[config.mk]
export PLATFORM = sky130hd
export DESIGN_NAME = run_length_decimal_encoder_flat
export DESIGN_NICKNAME = d
export VERILOG_FILES = /design/src/sv/rlde_pkg.sv /design/src/sv/rlde_if.sv /design/src/sv/rlde_front.sv /design/src/sv/rlde_fifo.sv /design/src/sv/rlde_back.sv /design/src/sv/run_length_decimal_encoder.sv /design/src/flat_wrapper.sv
export SDC_FILE = /design/constraint.sdc
export NUM_CORES = 1
export LEC_CHECK = 0
export BUFFER_PORTS_ARGS = -buffer_cell sky130_fd_sc_hd__buf_2
export CAP_MARGIN = 20
export CORE_MARGIN = 5
export CORE_UTILIZATION = 50
export DETAILED_ROUTE_END_ITERATION = 7
export PLACE_DENSITY = 0.74
export SYNTH_ARGS = -nofsm -noshare
export SYNTH_HDL_FRONTEND = slang
export SYNTH_HIERARCHICAL = 1
export SYNTH_SLANG_ARGS = --single-unit
[constraint.sdc]
create_clock -name clk -period 21.2 [get_ports clk]
set_input_delay 4.24 -clock clk [delete_from_list [all_inputs] [get_ports clk]]
set_output_delay 4.24 -clock clk [all_outputs]
set_load 0.01 [all_outputs]
[src/sv/rlde_pkg.sv]
// Shared types, constants and helper functions of the run-length decimal encoder.
`default_nettype none

package rlde_pkg;

	localparam int BYTE_W     = 8;
	localparam int LEN_W      = 17;
	localparam int POS_W      = 16;
	localparam int NDIG_W     = 3;
	localparam int WEIGHT_W   = 20;
	localparam int FIFO_DEPTH = 4;
	localparam int FIFO_AW    = 2;
	localparam int FIFO_CW    = 3;

	localparam logic [BYTE_W-1:0] ASCII_ZERO = 8'h30;

	// One input transaction
	typedef struct packed {
		logic [BYTE_W-1:0] in_byte;
		logic              in_last;
	} in_item_t;

	// One output transaction
	typedef struct packed {
		logic [BYTE_W-1:0] out_byte;
		logic [POS_W-1:0]  out_position;
		logic              out_last;
	} out_item_t;

	// A closed run handed from the front to the back end
	typedef struct packed {
		logic [BYTE_W-1:0] run_byte;
		logic [LEN_W-1:0]  run_length;
		logic [NDIG_W-1:0] num_digits;
		logic              is_final;
		logic              has_extra;
		logic [BYTE_W-1:0] extra_byte;
	} run_rec_t;

	typedef struct packed {
		logic empty;
		logic full;
	} fifo_status_t;

	typedef enum logic [1:0] {
		PH_BYTE,
		PH_DIGIT,
		PH_EXTRA
	} phase_t;

	// c * 10^k, c in 1..9, k in 0..5
	function automatic logic [WEIGHT_W-1:0] digit_weight(input logic [NDIG_W-1:0] k,
		input logic [3:0] c);
		logic [WEIGHT_W-1:0] pow;
		logic [WEIGHT_W+3:0] prod;
		case (k)
			3'd0: pow = 20'd1;
			3'd1: pow = 20'd10;
			3'd2: pow = 20'd100;
			3'd3: pow = 20'd1000;
			3'd4: pow = 20'd10000;
			3'd5: pow = 20'd100000;
			default: pow = 20'd0;
		endcase
		prod = {4'b0, pow} * {20'b0, c};
		return prod[WEIGHT_W-1:0];
	endfunction

	// Number of decimal digits emitted for a run; zero for a single byte
	function automatic logic [NDIG_W-1:0] count_digits(input logic [LEN_W-1:0] len);
		logic [WEIGHT_W-1:0] x;
		logic [NDIG_W-1:0] n;
		x = WEIGHT_W'(len);
		if (x < 20'd2)
			n = 3'd0;
		else if (x < 20'd10)
			n = 3'd1;
		else if (x < 20'd100)
			n = 3'd2;
		else if (x < 20'd1000)
			n = 3'd3;
		else if (x < 20'd10000)
			n = 3'd4;
		else if (x < 20'd100000)
			n = 3'd5;
		else
			n = 3'd6;
		return n;
	endfunction

endpackage

`default_nettype wire

[src/sv/rlde_if.sv]
// Valid/ready stream interfaces for the encoder's input and output channels.
`default_nettype none

interface rlde_in_if;
	logic               valid;
	logic               ready;
	rlde_pkg::in_item_t data;

	modport source (output valid, output data, input ready);
	modport sink (input valid, input data, output ready);
endinterface

interface rlde_out_if;
	logic                valid;
	logic                ready;
	rlde_pkg::out_item_t data;

	modport source (output valid, output data, input ready);
	modport sink (input valid, input data, output ready);
endinterface

`default_nettype wire

[src/sv/rlde_front.sv]
// Front end: tracks the open run and queues a record each time a run closes.
`default_nettype none

module rlde_front #(
	parameter int MAX_RUN = 65536
) (
	input  wire                         clk,
	input  wire                         arst_n,
	rlde_in_if.sink                     raw,
	input  wire rlde_pkg::fifo_status_t status,
	output logic                        push,
	output rlde_pkg::run_rec_t          rec
);

	localparam logic [rlde_pkg::LEN_W-1:0] MaxRunL = rlde_pkg::LEN_W'(MAX_RUN);

	logic [rlde_pkg::BYTE_W-1:0] run_byte_q;
	logic [rlde_pkg::LEN_W-1:0]  run_length_q;
	logic                        run_open_q;
	logic                        accept;
	logic                        cont;
	logic [rlde_pkg::LEN_W-1:0]  len_inc;

	assign raw.ready = !status.full;
	assign accept    = raw.valid && raw.ready;
	assign cont      = run_open_q && (raw.data.in_byte == run_byte_q) &&
		(run_length_q < MaxRunL);
	assign len_inc   = run_length_q + 1'b1;

	// Record for the run that this transaction closes
	always_comb begin
		push           = 1'b0;
		rec.run_byte   = run_byte_q;
		rec.run_length = run_length_q;
		rec.is_final   = 1'b0;
		rec.has_extra  = 1'b0;
		rec.extra_byte = raw.data.in_byte;
		if (accept) begin
			if (raw.data.in_last) begin
				push         = 1'b1;
				rec.is_final = 1'b1;
				if (cont) begin
					rec.run_length = len_inc;
				end else if (run_open_q) begin
					rec.has_extra = 1'b1;
				end else begin
					rec.run_byte   = raw.data.in_byte;
					rec.run_length = rlde_pkg::LEN_W'(1);
				end
			end else if (!cont && run_open_q) begin
				push = 1'b1;
			end
		end
		rec.num_digits = rlde_pkg::count_digits(rec.run_length);
	end

	// Open run state
	always_ff @(posedge clk or negedge arst_n) begin
		if (!arst_n) begin
			run_byte_q   <= '0;
			run_length_q <= '0;
			run_open_q   <= 1'b0;
		end else if (accept) begin
			if (raw.data.in_last) begin
				run_byte_q   <= '0;
				run_length_q <= '0;
				run_open_q   <= 1'b0;
			end else if (cont) begin
				run_length_q <= len_inc;
			end else begin
				run_byte_q   <= raw.data.in_byte;
				run_length_q <= rlde_pkg::LEN_W'(1);
				run_open_q   <= 1'b1;
			end
		end
	end

`ifndef SYNTHESIS
	a_run_bound: assert property (@(posedge clk) disable iff (!arst_n)
		run_length_q <= MaxRunL)
		else $error("run length beyond limit");
`endif

endmodule

`default_nettype wire

[src/sv/rlde_fifo.sv]
// Short queue of closed-run records between the front and back ends.
`default_nettype none

module rlde_fifo (
	input  wire                         clk,
	input  wire                         arst_n,
	input  wire                         push,
	input  wire rlde_pkg::run_rec_t     push_data,
	input  wire                         pop,
	output rlde_pkg::run_rec_t          head,
	output rlde_pkg::fifo_status_t      status
);

	rlde_pkg::run_rec_t           mem_q [rlde_pkg::FIFO_DEPTH];
	logic [rlde_pkg::FIFO_AW-1:0] wr_ptr_q;
	logic [rlde_pkg::FIFO_AW-1:0] rd_ptr_q;
	logic [rlde_pkg::FIFO_CW-1:0] count_q;

	assign head         = mem_q[rd_ptr_q];
	assign status.empty = (count_q == '0);
	assign status.full  = (count_q == rlde_pkg::FIFO_CW'(rlde_pkg::FIFO_DEPTH));

	// Storage
	always_ff @(posedge clk) begin
		if (push) begin
			mem_q[wr_ptr_q] <= push_data;
		end
	end

	// Pointers and fill count
	always_ff @(posedge clk or negedge arst_n) begin
		if (!arst_n) begin
			wr_ptr_q <= '0;
			rd_ptr_q <= '0;
			count_q  <= '0;
		end else begin
			if (push) begin
				wr_ptr_q <= wr_ptr_q + 1'b1;
			end
			if (pop) begin
				rd_ptr_q <= rd_ptr_q + 1'b1;
			end
			case ({push, pop})
				2'b10: count_q <= count_q + 1'b1;
				2'b01: count_q <= count_q - 1'b1;
				default: count_q <= count_q;
			endcase
		end
	end

`ifndef SYNTHESIS
	a_no_overflow: assert property (@(posedge clk) disable iff (!arst_n)
		push |-> !status.full || pop)
		else $error("push into full queue");
	a_no_underflow: assert property (@(posedge clk) disable iff (!arst_n)
		pop |-> !status.empty)
		else $error("pop from empty queue");
`endif

endmodule

`default_nettype wire

[src/sv/rlde_back.sv]
// Back end: expands run records into the byte, its decimal digits and any extra byte, one per cycle while enc is ready.
`default_nettype none

module rlde_back #(
	parameter int MAX_STREAM_LEN = 65536
) (
	input  wire                         clk,
	input  wire                         arst_n,
	input  wire rlde_pkg::run_rec_t     head,
	input  wire rlde_pkg::fifo_status_t status,
	output logic                        pop,
	rlde_out_if.source                  enc
);

	localparam logic [rlde_pkg::POS_W-1:0] PosCap = rlde_pkg::POS_W'(MAX_STREAM_LEN - 1);

	logic                          cur_valid_q;
	rlde_pkg::run_rec_t            cur_q;
	rlde_pkg::phase_t              phase_q;
	rlde_pkg::phase_t              phase_d;
	logic [rlde_pkg::NDIG_W-1:0]   digit_idx_q;
	logic [rlde_pkg::LEN_W-1:0]    rem_q;
	logic                          out_valid_q;
	rlde_pkg::out_item_t           out_q;
	logic [rlde_pkg::POS_W-1:0]    pos_q;

	logic [3:0]                    digit;
	logic [rlde_pkg::WEIGHT_W-1:0] sub;
	logic [rlde_pkg::BYTE_W-1:0]   emit_byte;
	logic                          entry_end;
	logic                          emit_last;
	logic                          adv;
	logic                          fire;
	logic                          load_next;

	// Current decimal digit: count of multiples of 10^k that fit
	always_comb begin
		digit = '0;
		sub   = '0;
		for (int c = 1; c <= 9; c++) begin
			if (rlde_pkg::WEIGHT_W'(rem_q) >= rlde_pkg::digit_weight(digit_idx_q, 4'(c))) begin
				digit = 4'(c);
				sub   = rlde_pkg::digit_weight(digit_idx_q, 4'(c));
			end
		end
	end

	// Output of the sequencer
	always_comb begin
		case (phase_q)
			rlde_pkg::PH_BYTE: begin
				emit_byte = cur_q.run_byte;
				entry_end = (cur_q.num_digits == '0) && !cur_q.has_extra;
			end
			rlde_pkg::PH_DIGIT: begin
				emit_byte = rlde_pkg::ASCII_ZERO + {4'b0, digit};
				entry_end = (digit_idx_q == '0) && !cur_q.has_extra;
			end
			rlde_pkg::PH_EXTRA: begin
				emit_byte = cur_q.extra_byte;
				entry_end = 1'b1;
			end
			default: begin
				emit_byte = cur_q.run_byte;
				entry_end = 1'b1;
			end
		endcase
	end

	assign emit_last = cur_q.is_final && entry_end;
	assign adv       = !out_valid_q || enc.ready;
	assign fire      = cur_valid_q && adv;
	assign load_next = !cur_valid_q || (fire && entry_end);
	assign pop       = load_next && !status.empty;

	// Next phase
	always_comb begin
		phase_d = phase_q;
		if (pop) begin
			phase_d = rlde_pkg::PH_BYTE;
		end else if (fire) begin
			case (phase_q)
				rlde_pkg::PH_BYTE: begin
					if (cur_q.num_digits != '0)
						phase_d = rlde_pkg::PH_DIGIT;
					else if (cur_q.has_extra)
						phase_d = rlde_pkg::PH_EXTRA;
				end
				rlde_pkg::PH_DIGIT: begin
					if (digit_idx_q == '0 && cur_q.has_extra)
						phase_d = rlde_pkg::PH_EXTRA;
				end
				default: phase_d = phase_q;
			endcase
		end
	end

	// Sequencer control
	always_ff @(posedge clk or negedge arst_n) begin
		if (!arst_n) begin
			cur_valid_q <= 1'b0;
			phase_q     <= rlde_pkg::PH_BYTE;
		end else begin
			phase_q <= phase_d;
			if (pop)
				cur_valid_q <= 1'b1;
			else if (load_next)
				cur_valid_q <= 1'b0;
		end
	end

	// Current record and digit remainder
	always_ff @(posedge clk) begin
		if (pop) begin
			cur_q       <= head;
			rem_q       <= head.run_length;
			digit_idx_q <= head.num_digits - 1'b1;
		end else if (fire && phase_q == rlde_pkg::PH_DIGIT) begin
			rem_q       <= rem_q - sub[rlde_pkg::LEN_W-1:0];
			digit_idx_q <= digit_idx_q - 1'b1;
		end
	end

	// Output register and stream position
	always_ff @(posedge clk or negedge arst_n) begin
		if (!arst_n) begin
			out_valid_q <= 1'b0;
			pos_q       <= '0;
		end else begin
			if (fire)
				out_valid_q <= 1'b1;
			else if (enc.ready)
				out_valid_q <= 1'b0;
			if (fire) begin
				if (emit_last)
					pos_q <= '0;
				else if (pos_q < PosCap)
					pos_q <= pos_q + 1'b1;
			end
		end
	end

	always_ff @(posedge clk) begin
		if (fire) begin
			out_q.out_byte     <= emit_byte;
			out_q.out_position <= pos_q;
			out_q.out_last     <= emit_last;
		end
	end

	assign enc.valid = out_valid_q;
	assign enc.data  = out_q;

`ifndef SYNTHESIS
	a_pos_restart: assert property (@(posedge clk) disable iff (!arst_n)
		(fire && emit_last) |=> pos_q == '0)
		else $error("position not restarted after last byte");
	a_digit_ascii: assert property (@(posedge clk) disable iff (!arst_n)
		(fire && phase_q == rlde_pkg::PH_DIGIT) |=>
		(out_q.out_byte >= 8'h30 && out_q.out_byte <= 8'h39))
		else $error("digit out of range");
`endif

endmodule

`default_nettype wire

[src/sv/run_length_decimal_encoder.sv]
// Top level of the streaming run-length encoder with decimal run counts.
//
// Channels: raw takes one byte per transaction with in_last on the final byte
// of a stream; enc delivers compressed bytes (run byte, then the run length in
// ASCII decimal, most significant digit first, when the run is longer than one)
// with out_position and out_last on the final compressed byte.
// Throughput: one input transaction per cycle while the run queue is not full;
// the output side delivers one byte per cycle while enc.ready is high. A run
// that continues produces nothing; a closed run yields its byte, digits and any
// extra byte in the back end, the four-entry run queue absorbs that, and
// raw.ready drops only while the queue is full. A closed run's first byte goes
// through the run queue, the current-record and the output register to enc.
// Reset: no run open, position zero, queue and output register empty.
// Stall: when enc.ready is low the output register holds its transaction; the
// back end, then the queue, then raw.ready back up in turn.
`default_nettype none

module run_length_decimal_encoder #(
	parameter int MAX_RUN        = 65536,
	parameter int MAX_STREAM_LEN = 65536
) (
	input  wire         clk,
	input  wire         arst_n,
	rlde_in_if.sink     raw,
	rlde_out_if.source  enc
);

	logic                   push;
	logic                   pop;
	rlde_pkg::run_rec_t     rec;
	rlde_pkg::run_rec_t     head;
	rlde_pkg::fifo_status_t status;

	rlde_front #(
		.MAX_RUN (MAX_RUN)
	) u_front (
		.clk    (clk),
		.arst_n (arst_n),
		.raw    (raw),
		.status (status),
		.push   (push),
		.rec    (rec)
	);

	rlde_fifo u_fifo (
		.clk       (clk),
		.arst_n    (arst_n),
		.push      (push),
		.push_data (rec),
		.pop       (pop),
		.head      (head),
		.status    (status)
	);

	rlde_back #(
		.MAX_STREAM_LEN (MAX_STREAM_LEN)
	) u_back (
		.clk    (clk),
		.arst_n (arst_n),
		.head   (head),
		.status (status),
		.pop    (pop),
		.enc    (enc)
	);

endmodule

`default_nettype wire

[src/flat_wrapper.sv]
// flat-port wrapper written by rule: the top's interface ports become plain ports
module run_length_decimal_encoder_flat 
#(
	parameter int MAX_RUN        = 65536,
	parameter int MAX_STREAM_LEN = 65536
)
  (clk, arst_n, raw_valid, raw_data, raw_ready, enc_valid, enc_data, enc_ready);
  rlde_in_if raw_i ();
  rlde_out_if enc_i ();
  input  wire clk;
  input  wire arst_n;
  input wire logic [$bits(raw_i.valid)-1:0] raw_valid;
  input wire logic [$bits(raw_i.data)-1:0] raw_data;
  output wire logic [$bits(raw_i.ready)-1:0] raw_ready;
  output wire logic [$bits(enc_i.valid)-1:0] enc_valid;
  output wire logic [$bits(enc_i.data)-1:0] enc_data;
  input wire logic [$bits(enc_i.ready)-1:0] enc_ready;
  assign raw_i.valid = raw_valid;
  assign raw_i.data = raw_data;
  assign raw_ready = raw_i.ready;
  assign enc_valid = enc_i.valid;
  assign enc_data = enc_i.data;
  assign enc_i.ready = enc_ready;
  run_length_decimal_encoder #(.MAX_RUN(MAX_RUN), .MAX_STREAM_LEN(MAX_STREAM_LEN)) u_core (.clk(clk), .arst_n(arst_n), .raw(raw_i), .enc(enc_i));
endmodule
* After elaboration in Yosys (flattened, before gate mapping)
Memories as Yosys holds them, arrays and structs flattened. Cells that the tools add are included. W data, S select, Z words.
Storage, ports and cells: register bits after elaboration 119, output and inout bits 27, bits in read-only memories 0, memory bits (writable) 152, memories 1, latch bits 0, input bits 13
Memories:
- u_core.u_fifo.mem_q | depth 4, bits a word 38, rd ports 1, clocked after memory_dff 0, wr ports 1, line rlde_fifo.sv:14 | rlde_pkg::run_rec_t mem_q [rlde_pkg::FIFO_DEPTH];
Cells by class: shifts and indexed selects 0, $mul 10, $lt $le $gt $ge 17, equality and inequality tests 14, $add $sub $neg 10, reduce and logical (&&, ||, !) cells 35, mux-type cells 69, bitwise operators 0, divide/modulo/power cells 0
Operator list (count):
- $mux W17 | 14
- $ge A17 B20 Y1 | 6
- $pmux W17 S6 | 1
- $mux W20 | 5
- $mux W25 | 3
- $mul A17 B3 Y20 const B | 2
- $mul A20 B3 Y17 const B | 2
- $mul A17 B2 Y19 const B | 2
- $lt A17 B17 Y1 const B | 2
- $mux W16 | 2
- $mux W4 | 8
- $mux W8 | 3
- $mul A17 B4 Y20 const B | 1
- $mul A20 B2 Y16 const B | 1
- $mul A20 B2 Y17 const B | 1
- $mul A20 B4 Y17 const B | 1
- $ge A17 B19 Y1 | 1
- $ge A17 B18 Y1 | 1
- $mux W2 | 9
- $mux W3 | 6
- $add A17 B1 Y17 const B | 1
- $ge A17 B17 Y1 | 1
- $lt A17 B10 Y1 const B | 1
- $lt A17 B14 Y1 const B | 1
- 33 further kinds | 80

* Longest topological paths before layout
depth in word-level cells 16, depth in mapped cells 44, depth with buffers taken out 43

* Hierarchy
The synthesis kept the hierarchy.
Modules (own cells, without submodules):
- rlde_back | times used 1, area an instance 10366.2 um2, cells an instance 1174
- rlde_fifo | times used 1, area an instance 5928.2 um2, cells an instance 236
- rlde_front | times used 1, area an instance 2260.9 um2, cells an instance 301

* Worst setup path before layout
No wires, ideal clock.
path type register to register, start point reg u_core/u_back/digit_idx_q[0] (netlist bit), end point reg u_core/u_back/rem_q[16] (netlist bit) (data pin), buffers on the path 1, clock period less this slack 9.202 ns, setup time 0.260 ns, path slack 11.998 ns, arrival 8.942 ns, cell stages (with the launch flop) 39, cells stage by stage edfxtp_1 > inv_1 > ha_1 > ha_1 > inv_1 > ha_1 > nand2b_1 > nor3_1 > nand2b_1 > clkinv_1 > nor2_1 > inv_1 > ha_1 > clkbuf_1 > nand2_1 > o41a_1 > ha_1 > and3_1 > [3 not listed] > a2111oi_4 > nor2_4 > mux2i_1 > o21ai_0 > a31oi_1 > o32a_1 > ha_1 > nor2b_1 > o21ai_0 > a21boi_0 > o21ai_0 > o21ai_0 > a211o_1 > a311oi_1 > o21ai_0 > xnor2_1 > xnor2_1 > mux2_2
Between the ends: cells in the longest elaborated chain, start to end 15, elaborated cells on any way between the ends 48
Ends and longest elaborated chain:
- start: declaration | line rlde_back.sv:21 | logic [rlde_pkg::NDIG_W-1:0] digit_idx_q;
- start signal: assignment | line rlde_back.sv:117 | digit_idx_q <= head.num_digits - 1'b1;
- start signal: assignment | line rlde_back.sv:120 | digit_idx_q <= digit_idx_q - 1'b1;
- parallel branches: the longest is 14 deep, another holds $ge A17 B20 Y1
- $mux W17 (*) | line rlde_back.sv:114 | if (pop) begin
- end signal: assignment | line rlde_back.sv:116 | rem_q <= head.run_length;
- end signal: assignment | line rlde_back.sv:119 | rem_q <= rem_q - sub[rlde_pkg::LEN_W-1:0];
- end: declaration | line rlde_back.sv:22 | logic [rlde_pkg::LEN_W-1:0] rem_q;
Every way passes the cells marked *. The select of a mux whose other input is x is not followed. A chain may end at the register's enable or synchronous reset.

* Final worst setup path
Ends and elaborated chain as after synthesis.

==> metrics.csv <==
stage;metric;value;unit
status;status;completed;
sta;Final period util;0.549;
synthesis;Yosys cell types;100;
sta;Slew Viols, Final;0;
die;Die ar.;41100;um2
synthesis;Mapped Nets;1935;
detailed_routing;DR WL/cell;22.4;um
setup_path;most used cell along the critical path;ha_1;
layout;commonest non-fill, non-tap cell in the layout;edfxtp_1;
placed_design;Post-DP HPWL;36300;um
synthesis;syn avg cell area;10.8;um2
placed_design;Port Buf Inserts;39;
layout;Layout area overhead;7.67;%
setup_path;Crit Path Max Fanout;17;
synthesis;post-synthesis compound-gate area fraction;0.157;
setup_path;kind of critical path;flip-flop to flip-flop;
setup_path;critical path's slowest cell;clkinv_1;
sta;clock skew;0.0175;ns
cts;Setup Buffers After CTS;0;
cts;total CTS buffers;27;
layout;Cell Count, Final, Fillers Out;2215;
detailed_routing;DR pass1 iterations;7;
detailed_routing;# DRC;0;
synthesis;Yosys top cell by area;edfxtp_1;
die;Chip Height;203;um
synthesis;main combinational cell family by area after synthesis;compound AO/OA/AOI/OAI gates;
synthesis;xor and xnor area share after synthesis;0.0349;
sta;min Tclk post-route;11.64;ns
synthesis;Post-synth EDFFs;218;
layout;share of layout cells above drive strength 1;0.105;
die;FP Rows;70;
setup_path;CP bufs+invs;4;
placed_design;Setup WS pre-CTS;9.71;ns
setup_path;Arr. time, crit path;11.95;ns
synthesis;post-synth top area share;0.353;
synthesis;asr flop ratio synth;0.196;
die;Die W;203;um
synthesis;Main synth FF type;edfxtp_1;
global_route;initial antenna violation count;0;
layout;fillers;3093;
die;core area;36600;um2
detailed_routing;Total Wirelength;49700;um
synthesis;Post-Synth Adder-Cell Area;0.148;
die;boundary pin count;40;
cts;Clock Tree Buf Depth;3;
layout;# nets final;1950;
setup_path;slowest stage delay, CP;0.81;ns
die;Initial Util;0.507;
global_route;first-pass GRT wire length;77800;um
placed_design;Placed Cells;2165;
cts;Sinks on Clock Net;271;
cts;CTS tree;built;
synthesis;synth warn;6;
global_route;total track usage;0.238;
cts;hold buffers post-CTS;0;
sta;FMAX;85.9;MHz
detailed_routing;DR vias/cell;6.29;
synthesis;Post-Syn Instances;1711;
setup_path;CP required;21.50;ns
sta;max_slew headroom;0.275;
flow_run;Max Cap Violations;0;
global_route;largest net degree at the start of global routing;64;
worst_hold_path;worst hold path type;flip-flop to flip-flop;
cts;H-tree depth;1;
detailed_routing;DR vias;13900;
synthesis;largest cells by area after synthesis;edfxtp_1, ha_1, dfrtp_1, mux4_2, nand2_1;
synthesis;mux contribution to synthesized area;0.0635;
setup_path;crit path launch type;flip-flop;
synthesis;Post-Synth Simple-Gate Area;0.133;
global_route;total grt overflow;0;
sta;Hold Fails Final Rpt;0;
layout;ANT cells;0;
global_route;vias in the first global route;13800;
cts;clock slew at the register clock pins of the worst setup and hold paths;0.06;ns
cts;cts repair resizes;0;
detailed_routing;Final ANT Viol Nets;0;
cts;Root Driver;clkbuf_16;
setup_path;top cell family by delay on the critical path;compound AO/OA/AOI/OAI gates;
sta;Worst Tran Pin Value;1.09;ns
detailed_routing;initial DRC count;1313;
synthesis;area of the mapped netlist;18600;um2
setup_path;Critical Path Sink Type;flip-flop;
sta;Setup violations, final;0;
cts;Skew-Pair Late Insertion Delay;0.55;ns
synthesis;sequential element share of the synthesized area;0.424;
sta;final setup TNS;0;ns
sta;Final WS setup;9.56;ns
sta;RSZ-0062 raised after global routing;no;
layout;most frequent cells in the layout;edfxtp_1, ha_1, nand2_1;
synthesis;Seq cells post-synth;271;
placed_design;gpl congestion;0.966;
==> synthesized netlist by cell type, types with 14 or more instances <==
library cell and instances:
and3_1 14, nand4_1 18, xor2_1 42, mux4_2 38, fa_1 14, clkbuf_1 40, o31ai_1 28, inv_1 84
a211oi_1 18, o21a_1 16, a21o_1 23, nor3_1 33, o211ai_1 15, nor2_1 108, nand3_1 35, nand2_1 171
a22o_1 14, a21oi_1 86, mux2i_1 26, xnor2_1 32, nand2b_1 21, nor2b_1 21, dfrtp_1 53, o21ai_0 95
ha_1 197, edfxtp_1 218
==> final cells by class <==
cell class | count | area [um2] | area share
multi-input cells | 1281 | 9960 | 0.499
clock buffers | 41 | 758 | 0.0380
well taps | 468 | 586 | 0.0293
inverters | 90 | 343 | 0.0172
flip-flops and latches | 271 | 7870 | 0.394
repair buffers | 55 | 315 | 0.0158
clock inverters | 9 | 139 | 0.00695
==> final timing paths <==
check	from	to	slack [ns]	depth (start not counted)
max in group asynchronous	arst_n	u_core/u_fifo/rd_ptr_q[0]	16.82	2
setup / recovery	u_core/u_back/digit_idx_q[0]	u_core/u_back/rem_q[16]	9.56	37
hold / removal	u_core/u_fifo/count_q[2]	u_core/u_fifo/count_q[2]	0.49	1
setup reg to reg	u_core/u_back/digit_idx_q[0]	u_core/u_back/rem_q[16]	9.56	37
min in group asynchronous	arst_n	u_core/u_fifo/wr_ptr_q[1]	3.84	2
hold reg to reg	u_core/u_fifo/count_q[2]	u_core/u_fifo/count_q[2]	0.49	1
==> layer usage <==
metal	part of all wire	global-route usage	up-vias	routed length (um)
li1	-	-	6485	-
met3	0.069	0.0257	119	3420
met2	0.48	0.402	541	23700
met5	0	0	-	0
met4	0.039	0.0834	0	1930
met1	0.42	0.322	6780	20700
==> state kept, by name, indices dropped and copies added (netlist names) <==
signal and count:
u_core/u_back/enc.valid 1, u_core/u_back/cur_q 21, u_core/u_front/run_open_q 1, u_core/u_fifo/count_q 3, u_core/u_back/phase_q 2, u_core/u_back/rem_q 17, u_core/u_back/cur_valid_q 1, u_core/u_front/run_length_q 17
u_core/u_fifo/wr_ptr_q 2, u_core/u_fifo/rd_ptr_q 2, u_core/u_front/run_byte_q 8, u_core/u_back/digit_idx_q 3, u_core/u_back/pos_q 16, u_core/u_back/enc.data 25, u_core/u_fifo/mem_q 152
==> cells by family after synthesis <==
logic type,Yosys count
XOR/XNOR,74
AND/OR/NAND/NOR,503
AO/OA/AOI/OAI,424
adder cells (fa/ha/maj),211
buffers and inverters,159
flip-flops,271
multiplexers,69
==> metrics by stage <==
stage                      util  hold WS [ns]  area [um2]
after global routing      0.546         0.510       20000
after CTS                 0.546         0.494       20000
after floorplan               -         0.439       18600
after detailed placement  0.521         0.483       19100
after global placement    0.521         0.476       19100
final                     0.546         0.492       20000
==> worst register-to-register path: cells and delay by family (launching register included) <==
| family | cells | cell delay, ns |
|---|---|---|
| AOI/OAI and AO/OA | 12 | 3.28 |
| xor gates and xnor gates | 2 | 0.30 |
| and+or+nand+nor | 11 | 3.21 |
| adders and majority gates | 6 | 2.24 |
| DFF | 1 | 0.44 |
| buffers and inverters | 4 | 1.51 |
| muxes | 2 | 0.43 |
Power is not shown: default switching activity piles up to over one toggle a cycle in this logic, so the estimate is an artifact.
